[config.mk]
export PLATFORM = sky130hd
export DESIGN_NAME = lowest_free_slot_allocator_flat
export DESIGN_NICKNAME = d
export VERILOG_FILES = /design/src/rtl/core/lfsa_pkg.sv /design/src/rtl/core/lfsa_if.sv /design/src/rtl/core/lfsa_ram.sv /design/src/rtl/core/lfsa_find.sv /design/src/rtl/core/lowest_free_slot_allocator.sv /design/src/flat_wrapper.sv
export SDC_FILE = /design/constraint.sdc
export NUM_CORES = 1
export LEC_CHECK = 0
export ABC_AREA = 1
export BUFFER_PORTS_ARGS = -buffer_cell sky130_fd_sc_hd__buf_2
export CAP_MARGIN = 20
export CORE_ASPECT_RATIO = 0.75
export CORE_MARGIN = 2
export CORE_UTILIZATION = 50
export DETAILED_ROUTE_END_ITERATION = 8
export GPL_ROUTABILITY_DRIVEN = 1
export GPL_TIMING_DRIVEN = 0
export PLACE_DENSITY = 0.66
export SYNTH_ARGS = -nofsm -noshare
export SYNTH_HDL_FRONTEND = slang
export SYNTH_SLANG_ARGS = --single-unit
[constraint.sdc]
create_clock -name clock -period 6.2 [get_ports clock]
set_input_delay 1.24 -clock clock [delete_from_list [all_inputs] [get_ports clock]]
set_output_delay 1.24 -clock clock [all_outputs]
set_load 0.02 [all_outputs]
[src/rtl/core/lfsa_pkg.sv]
// ----------------------------------------------------------------------------
// lfsa_pkg
// Shared constants, codes and types of the lowest free slot allocator.
// ----------------------------------------------------------------------------
package lfsa_pkg;

   // Pool geometry
   localparam int SLOTS  = 256;
   localparam int CNT_W  = $clog2(SLOTS + 1);
   localparam int WORD_W = 8;
   localparam int BIT_W  = $clog2(WORD_W);
   localparam int ROWS   = (SLOTS + WORD_W - 1) / WORD_W;
   localparam int ROW_W  = (ROWS > 1) ? $clog2(ROWS) : 1;
   localparam int OUT_W  = (CNT_W > 9) ? CNT_W : 9;

   localparam logic [CNT_W-1:0] NO_HINT     = CNT_W'(SLOTS);
   localparam logic [OUT_W-1:0] SLOTS_WIDE  = OUT_W'(SLOTS);
   localparam logic [8:0]       FULL_LENGTH = SLOTS_WIDE[8:0];

   typedef enum logic {
      CMD_ALLOC = 1'b0,
      CMD_FREE  = 1'b1
   } command_type;

   typedef enum logic [1:0] {
      STATUS_DONE         = 2'd0,
      STATUS_FULL         = 2'd1,
      STATUS_NOT_OCCUPIED = 2'd2
   } status_type;

   // Request to the shared free-bit search unit
   typedef struct packed {
      logic [WORD_W-1:0] word;
      logic [CNT_W-1:0]  base;
      logic [BIT_W:0]    start;
      logic [CNT_W-1:0]  limit;
   } find_req_type;

   // Result of the free-bit search
   typedef struct packed {
      logic             found;
      logic [CNT_W-1:0] slot;
   } find_rsp_type;

endpackage

[src/rtl/core/lfsa_if.sv]
// ----------------------------------------------------------------------------
// lfsa_if
// Valid/ready channels for allocator requests and responses.
// ----------------------------------------------------------------------------
interface lfsa_req_if;
   logic       valid;
   logic       ready;
   logic       command;
   logic [7:0] slot_index;

   modport source (output valid, output command, output slot_index, input ready);
   modport sink   (input valid, input command, input slot_index, output ready);
endinterface

interface lfsa_rsp_if;
   logic       valid;
   logic       ready;
   logic [7:0] granted_slot;
   logic [1:0] status;
   logic [8:0] used_length;
   logic [8:0] live_count;

   modport source (output valid, output granted_slot, output status,
                   output used_length, output live_count, input ready);
   modport sink   (input valid, input granted_slot, input status,
                   input used_length, input live_count, output ready);
endinterface

[src/rtl/core/lfsa_ram.sv]
// ----------------------------------------------------------------------------
// lfsa_ram
// Generic simple dual-port RAM: one write port, one registered read port.
// ----------------------------------------------------------------------------
module lfsa_ram #(
   parameter int WIDTH = 8,
   parameter int DEPTH = 32
) (
   input  logic                                     clock,
   input  logic                                     wr_en,
   input  logic [((DEPTH > 1) ? $clog2(DEPTH) : 1)-1:0] wr_addr,
   input  logic [WIDTH-1:0]                         wr_data,
   input  logic                                     rd_en,
   input  logic [((DEPTH > 1) ? $clog2(DEPTH) : 1)-1:0] rd_addr,
   output logic [WIDTH-1:0]                         rd_data
);

   logic [WIDTH-1:0] mem [DEPTH];

   // Write, then register the read word
   always_ff @(posedge clock) begin
      if (wr_en) begin
         mem[wr_addr] <= wr_data;
      end
      if (rd_en) begin
         rd_data <= mem[rd_addr];
      end
   end

endmodule

[src/rtl/core/lfsa_find.sv]
// ----------------------------------------------------------------------------
// lfsa_find
// Shared search unit: lowest free bit of one map word, from a start bit
// and below a slot limit.
// ----------------------------------------------------------------------------
module lfsa_find (
   input  lfsa_pkg::find_req_type find_req,
   output lfsa_pkg::find_rsp_type find_rsp
);
   import lfsa_pkg::*;

   logic             hit;
   logic [BIT_W-1:0] hit_bit;
   logic [CNT_W:0]   cand;

   // Scan top down so the lowest eligible bit wins
   always_comb begin
      hit     = 1'b0;
      hit_bit = '0;
      cand    = '0;
      for (int b = WORD_W - 1; b >= 0; b--) begin
         cand = {1'b0, find_req.base} + (CNT_W + 1)'(b);
         if (!find_req.word[b] && ((BIT_W + 1)'(b) >= find_req.start) &&
             (cand < {1'b0, find_req.limit})) begin
            hit     = 1'b1;
            hit_bit = BIT_W'(b);
         end
      end
   end

   assign find_rsp.found = hit;
   assign find_rsp.slot  = find_req.base + CNT_W'(hit_bit);

endmodule

[src/rtl/core/lowest_free_slot_allocator.sv]
// A full pool goes straight to the response; an append, a free or an
// allocate reads the target's 8-slot map word and updates it, and an allocate
// whose next free slot is not in it scans upward through further map words
// below the length mark (up to 31). The next request is taken once the
// response is loaded, so one waiting response does not block the input.
// Reset: synchronous, clears counters, hint and row valid bits (no sweep).
// ----------------------------------------------------------------------------
// lowest_free_slot_allocator
// Hands out the lowest free slot below the length mark, appends otherwise,
// and takes slots back, keeping the occupancy map in a word-wide RAM.
// ----------------------------------------------------------------------------
module lowest_free_slot_allocator (
   input  logic       clock,
   input  logic       reset,
   lfsa_req_if.sink   req_bus,
   lfsa_rsp_if.source rsp_bus
);
   import lfsa_pkg::*;

   typedef enum logic [3:0] {
      ST_IDLE   = 4'b0001,
      ST_MODIFY = 4'b0010,
      ST_SCAN   = 4'b0100,
      ST_RESP   = 4'b1000
   } state_type;

   state_type        state_ff, state_in;
   command_type      cmd_ff, cmd_in;
   status_type       status_ff, status_in;
   logic             append_ff, append_in;
   logic [CNT_W-1:0] tgt_ff, tgt_in;
   logic [ROW_W-1:0] scan_row_ff, scan_row_in;
   logic [CNT_W-1:0] len_ff, len_in;
   logic [CNT_W-1:0] hint_ff, hint_in;
   logic [CNT_W-1:0] total_ff, total_in;
   logic [ROWS-1:0]  row_valid_ff;
   logic             rd_valid_ff;

   logic             rsp_valid_ff;
   logic [7:0]       rsp_granted_ff;
   logic [1:0]       rsp_status_ff;
   logic [8:0]       rsp_used_ff;
   logic [8:0]       rsp_live_ff;
   logic             rsp_load;

   logic              ram_wr_en;
   logic [ROW_W-1:0]  ram_wr_addr;
   logic [WORD_W-1:0] ram_wr_data;
   logic              ram_rd_en;
   logic [ROW_W-1:0]  ram_rd_addr;
   logic [WORD_W-1:0] ram_rd_data;

   logic [WORD_W-1:0] cur_word;
   logic [WORD_W-1:0] bit_mask;
   logic [BIT_W-1:0]  tgt_bit;
   logic [ROW_W-1:0]  tgt_row;
   logic [CNT_W-1:0]  tgt_base;
   logic [CNT_W-1:0]  scan_base;
   logic [CNT_W:0]    next_base;
   logic [CNT_W-1:0]  len_dec;
   logic              idx_ok;
   logic [OUT_W-1:0]  idx_cmp;
   logic [OUT_W-1:0]  granted_wide;
   logic [OUT_W-1:0]  len_wide;
   logic [OUT_W-1:0]  total_wide;

   find_req_type find_req;
   find_rsp_type find_rsp;

   function automatic logic [ROW_W-1:0] row_of(input logic [CNT_W-1:0] slot);
      return ROW_W'(slot >> BIT_W);
   endfunction

   lfsa_ram #(
      .WIDTH (WORD_W),
      .DEPTH (ROWS)
   ) u_map_ram (
      .clock   (clock),
      .wr_en   (ram_wr_en),
      .wr_addr (ram_wr_addr),
      .wr_data (ram_wr_data),
      .rd_en   (ram_rd_en),
      .rd_addr (ram_rd_addr),
      .rd_data (ram_rd_data)
   );

   lfsa_find u_find (
      .find_req (find_req),
      .find_rsp (find_rsp)
   );

   // Decode the current target and map word
   assign cur_word  = rd_valid_ff ? ram_rd_data : '0;
   assign tgt_bit   = tgt_ff[BIT_W-1:0];
   assign tgt_row   = row_of(tgt_ff);
   assign bit_mask  = WORD_W'(1) << tgt_bit;
   assign tgt_base  = CNT_W'({tgt_row, BIT_W'(0)});
   assign scan_base = CNT_W'({scan_row_ff, BIT_W'(0)});
   assign len_dec   = len_ff - CNT_W'(1);
   assign idx_cmp   = OUT_W'(req_bus.slot_index);
   assign idx_ok    = idx_cmp < SLOTS_WIDE;

   // Feed the search unit from the word in hand
   always_comb begin
      find_req.limit = len_ff;
      if (state_ff == ST_SCAN) begin
         find_req.word  = cur_word;
         find_req.base  = scan_base;
         find_req.start = '0;
         next_base      = {1'b0, scan_base} + (CNT_W + 1)'(WORD_W);
      end else begin
         find_req.word  = cur_word | bit_mask;
         find_req.base  = tgt_base;
         find_req.start = {1'b0, tgt_bit} + (BIT_W + 1)'(1);
         next_base      = {1'b0, tgt_base} + (CNT_W + 1)'(WORD_W);
      end
   end

   // Sequencer
   always_comb begin
      state_in    = state_ff;
      cmd_in      = cmd_ff;
      status_in   = status_ff;
      append_in   = append_ff;
      tgt_in      = tgt_ff;
      scan_row_in = scan_row_ff;
      len_in      = len_ff;
      hint_in     = hint_ff;
      total_in    = total_ff;
      ram_rd_en   = 1'b0;
      ram_rd_addr = tgt_row;
      ram_wr_en   = 1'b0;
      ram_wr_addr = tgt_row;
      ram_wr_data = cur_word | bit_mask;
      rsp_load    = 1'b0;

      case (state_ff)
         ST_IDLE: begin
            if (req_bus.valid) begin
               cmd_in    = command_type'(req_bus.command);
               status_in = STATUS_DONE;
               if (command_type'(req_bus.command) == CMD_ALLOC) begin
                  append_in = (hint_ff == NO_HINT);
                  if (hint_ff == NO_HINT && len_ff == NO_HINT) begin
                     status_in = STATUS_FULL;
                     state_in  = ST_RESP;
                  end else begin
                     tgt_in      = (hint_ff == NO_HINT) ? len_ff : hint_ff;
                     ram_rd_en   = 1'b1;
                     ram_rd_addr = row_of(tgt_in);
                     state_in    = ST_MODIFY;
                  end
               end else if (idx_ok) begin
                  tgt_in      = CNT_W'(req_bus.slot_index);
                  ram_rd_en   = 1'b1;
                  ram_rd_addr = row_of(tgt_in);
                  state_in    = ST_MODIFY;
               end else begin
                  status_in = STATUS_NOT_OCCUPIED;
                  state_in  = ST_RESP;
               end
            end
         end

         ST_MODIFY: begin
            state_in = ST_RESP;
            if (cmd_ff == CMD_ALLOC) begin
               // Mark the slot taken
               ram_wr_en   = 1'b1;
               ram_wr_data = cur_word | bit_mask;
               total_in    = total_ff + CNT_W'(1);
               if (append_ff) begin
                  len_in = len_ff + CNT_W'(1);
               end else if (find_rsp.found) begin
                  hint_in = find_rsp.slot;
               end else begin
                  hint_in = NO_HINT;
                  if (next_base < {1'b0, len_ff}) begin
                     scan_row_in = tgt_row + ROW_W'(1);
                     ram_rd_en   = 1'b1;
                     ram_rd_addr = scan_row_in;
                     state_in    = ST_SCAN;
                  end
               end
            end else if ((cur_word & bit_mask) == '0) begin
               status_in = STATUS_NOT_OCCUPIED;
            end else begin
               // Release the slot, trim or lower the hint
               ram_wr_en   = 1'b1;
               ram_wr_data = cur_word & ~bit_mask;
               total_in    = total_ff - CNT_W'(1);
               if (tgt_ff == len_dec) begin
                  len_in = len_dec;
                  if (hint_ff != NO_HINT && hint_ff >= len_dec) begin
                     hint_in = NO_HINT;
                  end
               end else if (tgt_ff < hint_ff) begin
                  hint_in = tgt_ff;
               end
            end
         end

         ST_SCAN: begin
            if (find_rsp.found) begin
               hint_in  = find_rsp.slot;
               state_in = ST_RESP;
            end else if (next_base < {1'b0, len_ff}) begin
               scan_row_in = scan_row_ff + ROW_W'(1);
               ram_rd_en   = 1'b1;
               ram_rd_addr = scan_row_in;
            end else begin
               state_in = ST_RESP;
            end
         end

         ST_RESP: begin
            if (!rsp_valid_ff || rsp_bus.ready) begin
               rsp_load = 1'b1;
               state_in = ST_IDLE;
            end
         end

         default: begin
            state_in = ST_IDLE;
         end
      endcase
   end

   // Control state
   always_ff @(posedge clock) begin
      if (reset) begin
         state_ff     <= ST_IDLE;
         len_ff       <= '0;
         hint_ff      <= NO_HINT;
         total_ff     <= '0;
         row_valid_ff <= '0;
         rd_valid_ff  <= 1'b0;
         rsp_valid_ff <= 1'b0;
      end else begin
         state_ff <= state_in;
         len_ff   <= len_in;
         hint_ff  <= hint_in;
         total_ff <= total_in;
         if (ram_wr_en) begin
            row_valid_ff[ram_wr_addr] <= 1'b1;
         end
         if (ram_rd_en) begin
            rd_valid_ff <= row_valid_ff[ram_rd_addr];
         end
         if (rsp_load) begin
            rsp_valid_ff <= 1'b1;
         end else if (rsp_bus.ready) begin
            rsp_valid_ff <= 1'b0;
         end
      end
   end

   // Request payload and response registers
   assign granted_wide = OUT_W'(tgt_ff);
   assign len_wide     = OUT_W'(len_ff);
   assign total_wide   = OUT_W'(total_ff);

   always_ff @(posedge clock) begin
      cmd_ff      <= cmd_in;
      status_ff   <= status_in;
      append_ff   <= append_in;
      tgt_ff      <= tgt_in;
      scan_row_ff <= scan_row_in;
      if (rsp_load) begin
         rsp_granted_ff <= (cmd_ff == CMD_ALLOC && status_ff == STATUS_DONE) ?
                           granted_wide[7:0] : 8'd0;
         rsp_status_ff  <= status_ff;
         rsp_used_ff    <= len_wide[8:0];
         rsp_live_ff    <= total_wide[8:0];
      end
   end

   assign req_bus.ready        = (state_ff == ST_IDLE);
   assign rsp_bus.valid        = rsp_valid_ff;
   assign rsp_bus.granted_slot = rsp_granted_ff;
   assign rsp_bus.status       = rsp_status_ff;
   assign rsp_bus.used_length  = rsp_used_ff;
   assign rsp_bus.live_count   = rsp_live_ff;

endmodule

[src/flat_wrapper.sv]
// flat-port wrapper written by rule: the top's interface ports become plain ports
module lowest_free_slot_allocator_flat import lfsa_pkg::*;
  (clock, reset, req_bus_valid, req_bus_command, req_bus_slot_index, req_bus_ready, rsp_bus_valid, rsp_bus_granted_slot, rsp_bus_status, rsp_bus_used_length, rsp_bus_live_count, rsp_bus_ready);
  lfsa_req_if req_bus_i ();
  lfsa_rsp_if rsp_bus_i ();
  input  logic clock;
  input  logic reset;
  input wire logic [$bits(req_bus_i.valid)-1:0] req_bus_valid;
  input wire logic [$bits(req_bus_i.command)-1:0] req_bus_command;
  input wire logic [$bits(req_bus_i.slot_index)-1:0] req_bus_slot_index;
  output wire logic [$bits(req_bus_i.ready)-1:0] req_bus_ready;
  output wire logic [$bits(rsp_bus_i.valid)-1:0] rsp_bus_valid;
  output wire logic [$bits(rsp_bus_i.granted_slot)-1:0] rsp_bus_granted_slot;
  output wire logic [$bits(rsp_bus_i.status)-1:0] rsp_bus_status;
  output wire logic [$bits(rsp_bus_i.used_length)-1:0] rsp_bus_used_length;
  output wire logic [$bits(rsp_bus_i.live_count)-1:0] rsp_bus_live_count;
  input wire logic [$bits(rsp_bus_i.ready)-1:0] rsp_bus_ready;
  assign req_bus_i.valid = req_bus_valid;
  assign req_bus_i.command = req_bus_command;
  assign req_bus_i.slot_index = req_bus_slot_index;
  assign req_bus_ready = req_bus_i.ready;
  assign rsp_bus_valid = rsp_bus_i.valid;
  assign rsp_bus_granted_slot = rsp_bus_i.granted_slot;
  assign rsp_bus_status = rsp_bus_i.status;
  assign rsp_bus_used_length = rsp_bus_i.used_length;
  assign rsp_bus_live_count = rsp_bus_i.live_count;
  assign rsp_bus_i.ready = rsp_bus_ready;
  lowest_free_slot_allocator u_core (.clock(clock), .reset(reset), .req_bus(req_bus_i), .rsp_bus(rsp_bus_i));
endmodule
==> results of run 1 <==
==> worst max-delay path: cells and delay by family (launching register included) <==
kind | cells | cell delay (ps)
and+or+nand+nor | 16 | 2120
buffers and inverters | 9 | 1800
AOI/OAI and AO/OA | 4 | 720
adders and majority gates | 2 | 570
DFF | 1 | 350
xor gates and xnor gates | 1 | 180
==> synthesized netlist by cell type, drive strengths merged, types with 2 or more instances <==
library cell / count
a211oi: 3
a21boi: 2
a21oi: 63
a221oi: 2
a22oi: 3
a31oi: 7
a32oi: 2
buf: 47
clkbuf: 32
clkinv: 7
dfxtp: 65
edfxtp: 310
ha: 52
inv: 158
nand2: 251
nand3: 117
nand3b: 11
nand4: 11
nor2: 210
nor3: 24
o211ai: 133
o21a: 33
o21ai: 130
o21bai: 3
o22ai: 4
or2: 43
xnor2: 5
xor2: 18
==> worst max-delay path by stage <==
| stage | to | slack [ps] | depth (start not counted) |
|---|---|---|---|
| 5_1_grt | u_core.u_map_ram.rd_data[7] | 40 | 34 |
| 3_5_place_dp | u_core.u_map_ram.rd_data[2] | 150 | 33 |
| 3_3_place_gp | u_core.u_map_ram.mem[5][1] | -420 | 9 |
| 2_1_floorplan | u_core.u_map_ram.rd_data[5] | 1780 | 33 |
| 6_report | u_core.u_map_ram.rd_data[6] | 290 | 32 |
| 4_1_cts | u_core.u_map_ram.rd_data[2] | 60 | 33 |
==> power by group <==
group | internal, mW | switching (mW) | leakage (nW)
clock | 1.43 | 0.980 | 0.628
combinational | 0.467 | 1.16 | 3.72
sequential | 2.83 | 0.0303 | 3.39
total | 4.72 | 2.17 | 7.73
==> metal layers <==
metal | global-route usage (%) | vias to the layer above
met3 | 7.829 | 76
met5 | 0 | -
li1 | - | 6403
met4 | 6.087 | 0
met1 | 44.00 | 6690
met2 | 38.90 | 709
==> logic make-up (layout without fill, tap and decap cells) <==
| group | after synthesis | count (layout) | synth area share, % |
|---|---|---|---|
| simple gates | 670 | 670 | 16.82 |
| buf+inv | 244 | 362 | 5.702 |
| xor+xnor | 23 | 23 | 1.117 |
| flops | 375 | 375 | 58.82 |
| compound gates | 393 | 393 | 13.82 |
| fa+ha+maj | 53 | 53 | 3.718 |
==> cells in the final DEF (no fill, tap or decap), types with 4 or more instances in the layout <==
cell type,count
clkbuf_2,7
buf_12,4
nand2_1,236
ha_1,52
inv_1,145
clkbuf_1,31
nand3_1,115
or2_1,24
or2_0,6
dfxtp_1,65
nor2_1,200
nand2_2,11
a31oi_1,7
clkbuf_16,39
or2_2,13
o21ai_0,105
edfxtp_1,310
nand2_4,4
o211ai_1,130
buf_4,7
o21ai_4,6
bufinv_16,6
nand4_1,10
clkinv_1,12
o21ai_1,18
a21oi_1,60
buf_6,5
nand3b_1,11
xnor2_1,5
nor3_1,20
clkinv_2,7
nor2_4,8
xor2_1,18
inv_2,11
o21a_1,33
buf_2,78
==> flip-flops by register name, summed over array words and instances (netlist names), 2 cells and up <==
register                     cells
u_core.u_map_ram.mem           256
u_core.rsp_bus.used_length       9
u_core.len_ff                    9
u_core.hint_ff                   9
u_core.state_ff                  4
u_core.rsp_bus.live_count        9
u_core.total_ff                  9
u_core.u_map_ram.rd_data         8
u_core.granted_wide              9
u_core.scan_row_ff               5
u_core.row_valid_ff             32
u_core.rsp_bus.status            2
u_core.status_ff                 2
u_core.rsp_bus.granted_slot      8
==> cell type report <==
class / instances / area [um2] / share of cell area [%]
Buffer: 79 / 406.6 / 1.995
Timing Repair Buffer: 50 / 370.4 / 1.817
Clock buffer: 47 / 1026 / 5.033
Inverter: 165 / 629.4 / 3.087
Clock inverter: 21 / 254.0 / 1.246
Sequential cell: 375 / 10610 / 52.05
Multi-Input combinational cell: 1139 / 6507 / 31.92
Tap cell: 465 / 581.8 / 2.854
==> stage by stage <==
stage,area (um2),TNS [ps]
final,20390,0
after global routing,20390,0
after CTS,20360,0
after detailed placement,19080,0
after global placement,18830,-25490
after floorplan,18040,0
==> timing repair <==
item                       CTS  global route
resized for setup            0            14
setup endpoints to repair    0             9
hold buffers                 0             0
==> metrics, run 1 <==
status=completed; drt via density=5.928; post-DP HPWL=38.14 mm; clk_skew=18.51 ps; Avg Cell Area, Syn=10.26 um2; Crit Reg-Reg Endpoint=u_core.u_map_ram.rd_data[6]; final period utilization=95.37%; Critical Path Start=u_core.state_ff[0]; DRT antenna net count=0; CTS Buf Count=38; Yosys top cell by area=edfxtp_1; leakage=7.732 nW; Critical Path Max Stage Delay=350 ps; Design Power=6.889 mW; Die Area=37,630 um2; Starting DRT DRC Count=1,802; number of port buffers=42; Synth cell types=61; wire length on met1=24.24 mm; gpl congestion=0.9241; top post-synthesis cells by area=edfxtp_1 52%, dfxtp_1 7.2%, o211ai_1 5.4%, nand2_1 4.9%, nor2_1 4.2%; Yosys warning count=0; slew margin rel.=25.46%; routed via count=13,880; Core ar.=35,730 um2; WL met2=21.40 mm; nature of the critical path endpoint=flip-flop; antenna cells=0; H-tree depth=2; Peak Freq=169.1 MHz; final worst setup slack=287.1 ps; WP data arrival=6310 ps; grt total ovfl=0; Power Dens Cells=337.9 nW/um2; final-report max-slew violation count=0; CP max-delay cell=dfxtp_1; Synth top area share=51.61%; worst flop-to-flop path startpoint=u_core.state_ff[0]; placed cell count=2,272; Startpoint Class=flip-flop; hold depth=0; Root Buffer=clkbuf_16; router iterations before antenna repair=6; DRC Markers=0; Setup CP Type=reg -> reg; r2r setup slk=290 ps; wire length per cell=22.62 um; Critical Path RT=6600 ps; share of cells above drive strength 1=12.42%; TritonCTS clock tree=built; WL final=52.95 mm; CTS max path bufs=3; nets@finish=1,914; Max Cap Viol=0; #FFs+latches synth=375; IO Count=43; Worst-Margin Slew=1114 ps; clk_lat worst skew=540 ps; Main synth FF type=edfxtp_1; # Post-CTS Setup Buffers=0; fillcell total=3,087; CP max FO=10; worst vdd ir=250.2 uV; minimum clock period=5913 ps; P&R area growth vs syn=13.02%; hold_sp=u_core.status_ff[1]; largest net degree at the start of global routing=33; Die Ht=168.5 um; final core utilization=57.05%; unrepaired setup endpoints after global routing=false; hold_ws=459.4 ps; number of setup violations in the final report=0; Post-Layout Cell Count=2,341; Post-synth ARST share=0%; Die W=223.3 um; Worst Hold Class=reg -> reg; aggregate global-route resource usage=28.21%; clock-pin slew on the worst setup and hold paths=60 ps; initial antenna violation count=0; register area share after synthesis=58.82%; hold path endpoint=u_core.rsp_bus.status[1]; pre-CTS worst setup slack=149.3 ps; Final Hold Fails=0; FP Rows=60; met3 routed WL=6.379 mm; post-synth net total=1,824; Starting Density=50.48%; number of global-route vias before repair=12,890; synthesized cell area=18,040 um2; Sink Count=375; Post-Syn Instances=1,758; first-pass GRT wire length=78.80 mm; R2R depth=32; Post-synth EDFFs=310; DR top layer=met4
No activity file was read; power rests on OpenSTA's default activity.
==> run 2, diff against run 1 <==
--- a/config.mk
+++ b/config.mk
@@ -15,6 +15,7 @@
 export GPL_ROUTABILITY_DRIVEN = 1
 export GPL_TIMING_DRIVEN = 0
 export PLACE_DENSITY = 0.66
+export RECOVER_POWER = 25
 export SYNTH_ARGS = -nofsm -noshare
 export SYNTH_HDL_FRONTEND = slang
 export SYNTH_SLANG_ARGS = --single-unit
==> run 2 against run 1 <==
The flow now finishes with violations (max-capacitance violations, max-slew violations). Cell count unchanged. Worst setup slack gained 32 ps. Sequential share of layout area rose by 0.38 points. Via count about the same. Die area did not move. Hold slack got worse by 2.3 ps. Final area down 0.72%. Sequential power about the same. Critical path type unchanged. Largest power group unchanged.
==> metrics, run 2 (synthesis gave the netlist of run 1 again) <==
Final Hold Fails=0; commonest non-fill, non-tap cells in the layout=310 x edfxtp_1, 236 x nand2_1, 201 x nor2_1; Starting Density=50.48%; setup TNS=0 ps; number of port buffers=42; initial antenna violation count=0; first-pass GRT wire length=78.80 mm; wire length per cell=22.65 um; nature of the critical path endpoint=flip-flop; GR Layer Usage met3=7.829%; Die Ht=168.5 um; CTS max path bufs=3; antenna cells=0; TritonCTS clock tree=built; Starting DRT DRC Count=1,799; grt total ovfl=0; placed cell count=2,272; # Post-CTS Setup Buffers=0; final-report max-slew violation count=90; status=finished, violations left; Critical Path RT=6600 ps; CTS Hold Bufs=0; gr busiest metal=met1; largest net degree at the start of global routing=33; Die Area=37,630 um2; Post-Layout Cell Count=2,341; DRC Markers=0; WL final=53.03 mm; met1 usage=44.00%; Die W=223.3 um; number of setup violations in the final report=0; share of cells above drive strength 1=10.23%; gpl congestion=0.9241; DRT antenna net count=0; IO Count=43; routed via count=13,870; number of global-route vias before repair=12,890; Critical Path Max Stage Delay=330 ps; clk_skew=18.23 ps; CTS Buf Count=38; Startpoint Class=flip-flop; Worst-Margin Slew=1795 ps; drt via density=5.924; clock-pin slew on the worst setup and hold paths=60 ps; Largest Register=u_core.u_map_ram.mem; H-tree depth=2; failing checks=max-capacitance violations, max-slew violations; FP Rows=60; Max Cap Viol=3; WP data arrival=6280 ps; router iterations before antenna repair=6; GR met2 Demand/Resource=38.90%; minimum clock period=5881 ps; unrepaired setup endpoints after global routing=false; final period utilization=94.85%; Power Dens Cells=340.1 nW/um2; aggregate global-route resource usage=28.21%; Core ar.=35,730 um2; P&R area growth vs syn=12.21%; slew margin rel.=-19.67%; Peak Freq=170.0 MHz; post-DP HPWL=38.14 mm; Sink Count=375; CP max-delay cell=dfxtp_1; Setup CP Type=reg -> reg; leakage=7.610 nW; worst vdd ir=248.9 uV; nets@finish=1,914; Largest regs=u_core.u_map_ram.mem: 256 flops, u_core.row_valid_ff: 32 flops; r2r setup slk=320 ps; max reg flops=256; fillcell total=3,111; commonest non-fill, non-tap cell in the layout=edfxtp_1; clk_lat worst skew=540 ps; Worst Hold Class=reg -> reg; Root Buffer=clkbuf_16; CP max FO=10
==> run 2: cell count changes in the layout (fill, tap and decap cells not counted), moves of 2 or more <==
| cell | delta |
|---|---|
| clkbuf_1 | +35 |
| buf_2 | -31 |
| buf_12 | -3 |
| nor3_1 | +3 |
| nor3_2 | -2 |
==> run 2: area by class of cell <==
type | instances | area (um2) | area share, %
well taps | 465 | 581.8 | 2.875
clock buffers | 47 | 1026 | 5.069
inverters | 165 | 629.4 | 3.110
clock inverters | 21 | 254.0 | 1.255
multi-input cells | 1139 | 6456 | 31.90
repair buffers | 50 | 275.3 | 1.360
plain buffers | 79 | 406.6 | 2.009
flip-flops and latches | 375 | 10610 | 52.42
==> run 2: worst max-delay path, delay by kind of cell (launching register included) <==
family	cells	cell delay [ps]
buffers and inverters	9	1800
AOI/OAI and AO/OA	4	720
adders and majority gates	2	570
DFF	1	330
xor gates and xnor gates	1	180
and+or+nand+nor	16	2130
==> run 2: repair_timing <==
item,4_1_cts,5_1_grt
setup endpoints to repair,0,9
hold endpoints to repair,0,0
gates resized for setup,0,14
==> run 2: path summary, 6_finish.rpt <==
kind	from	endpoint	depth (start not counted)
max reg2reg	u_core.state_ff[0]	u_core.u_map_ram.rd_data[6]	32
max	u_core.state_ff[0]	u_core.u_map_ram.rd_data[6]	32
min	u_core.total_ff[8]	u_core.rsp_bus.live_count[8]	0
min reg2reg	u_core.total_ff[8]	u_core.rsp_bus.live_count[8]	0
==> run 2: per-stage QoR <==
stage / worst slack (ps) / instance area (um2) / total power [mW] / hold slack (ps) / utilization [%]
after floorplan: 1779 / 18040 / 3.889 / 406.4 / -
after global placement: -423.1 / 18830 / 4.430 / 438.4 / 52.69
after detailed placement: 149.3 / 19080 / 4.483 / 444.1 / 53.39
after CTS: 61.72 / 20360 / 6.857 / 458.6 / 56.97
after global routing: 69.21 / 20240 / 7.130 / 471.6 / 56.64
final: 319.1 / 20240 / 6.884 / 457.1 / 56.64
==> run 2: power by group <==
group / internal, mW / switching (mW)
sequential: 2.83 / 0.0299
clock: 1.43 / 0.983
combinational: 0.457 / 1.16
==> run 2: layer usage <==
layer,share of wire (%),routed length [um]
met3,11,6058
met5,0,0
met1,46,24620
met4,1.8,932
met2,40,21420
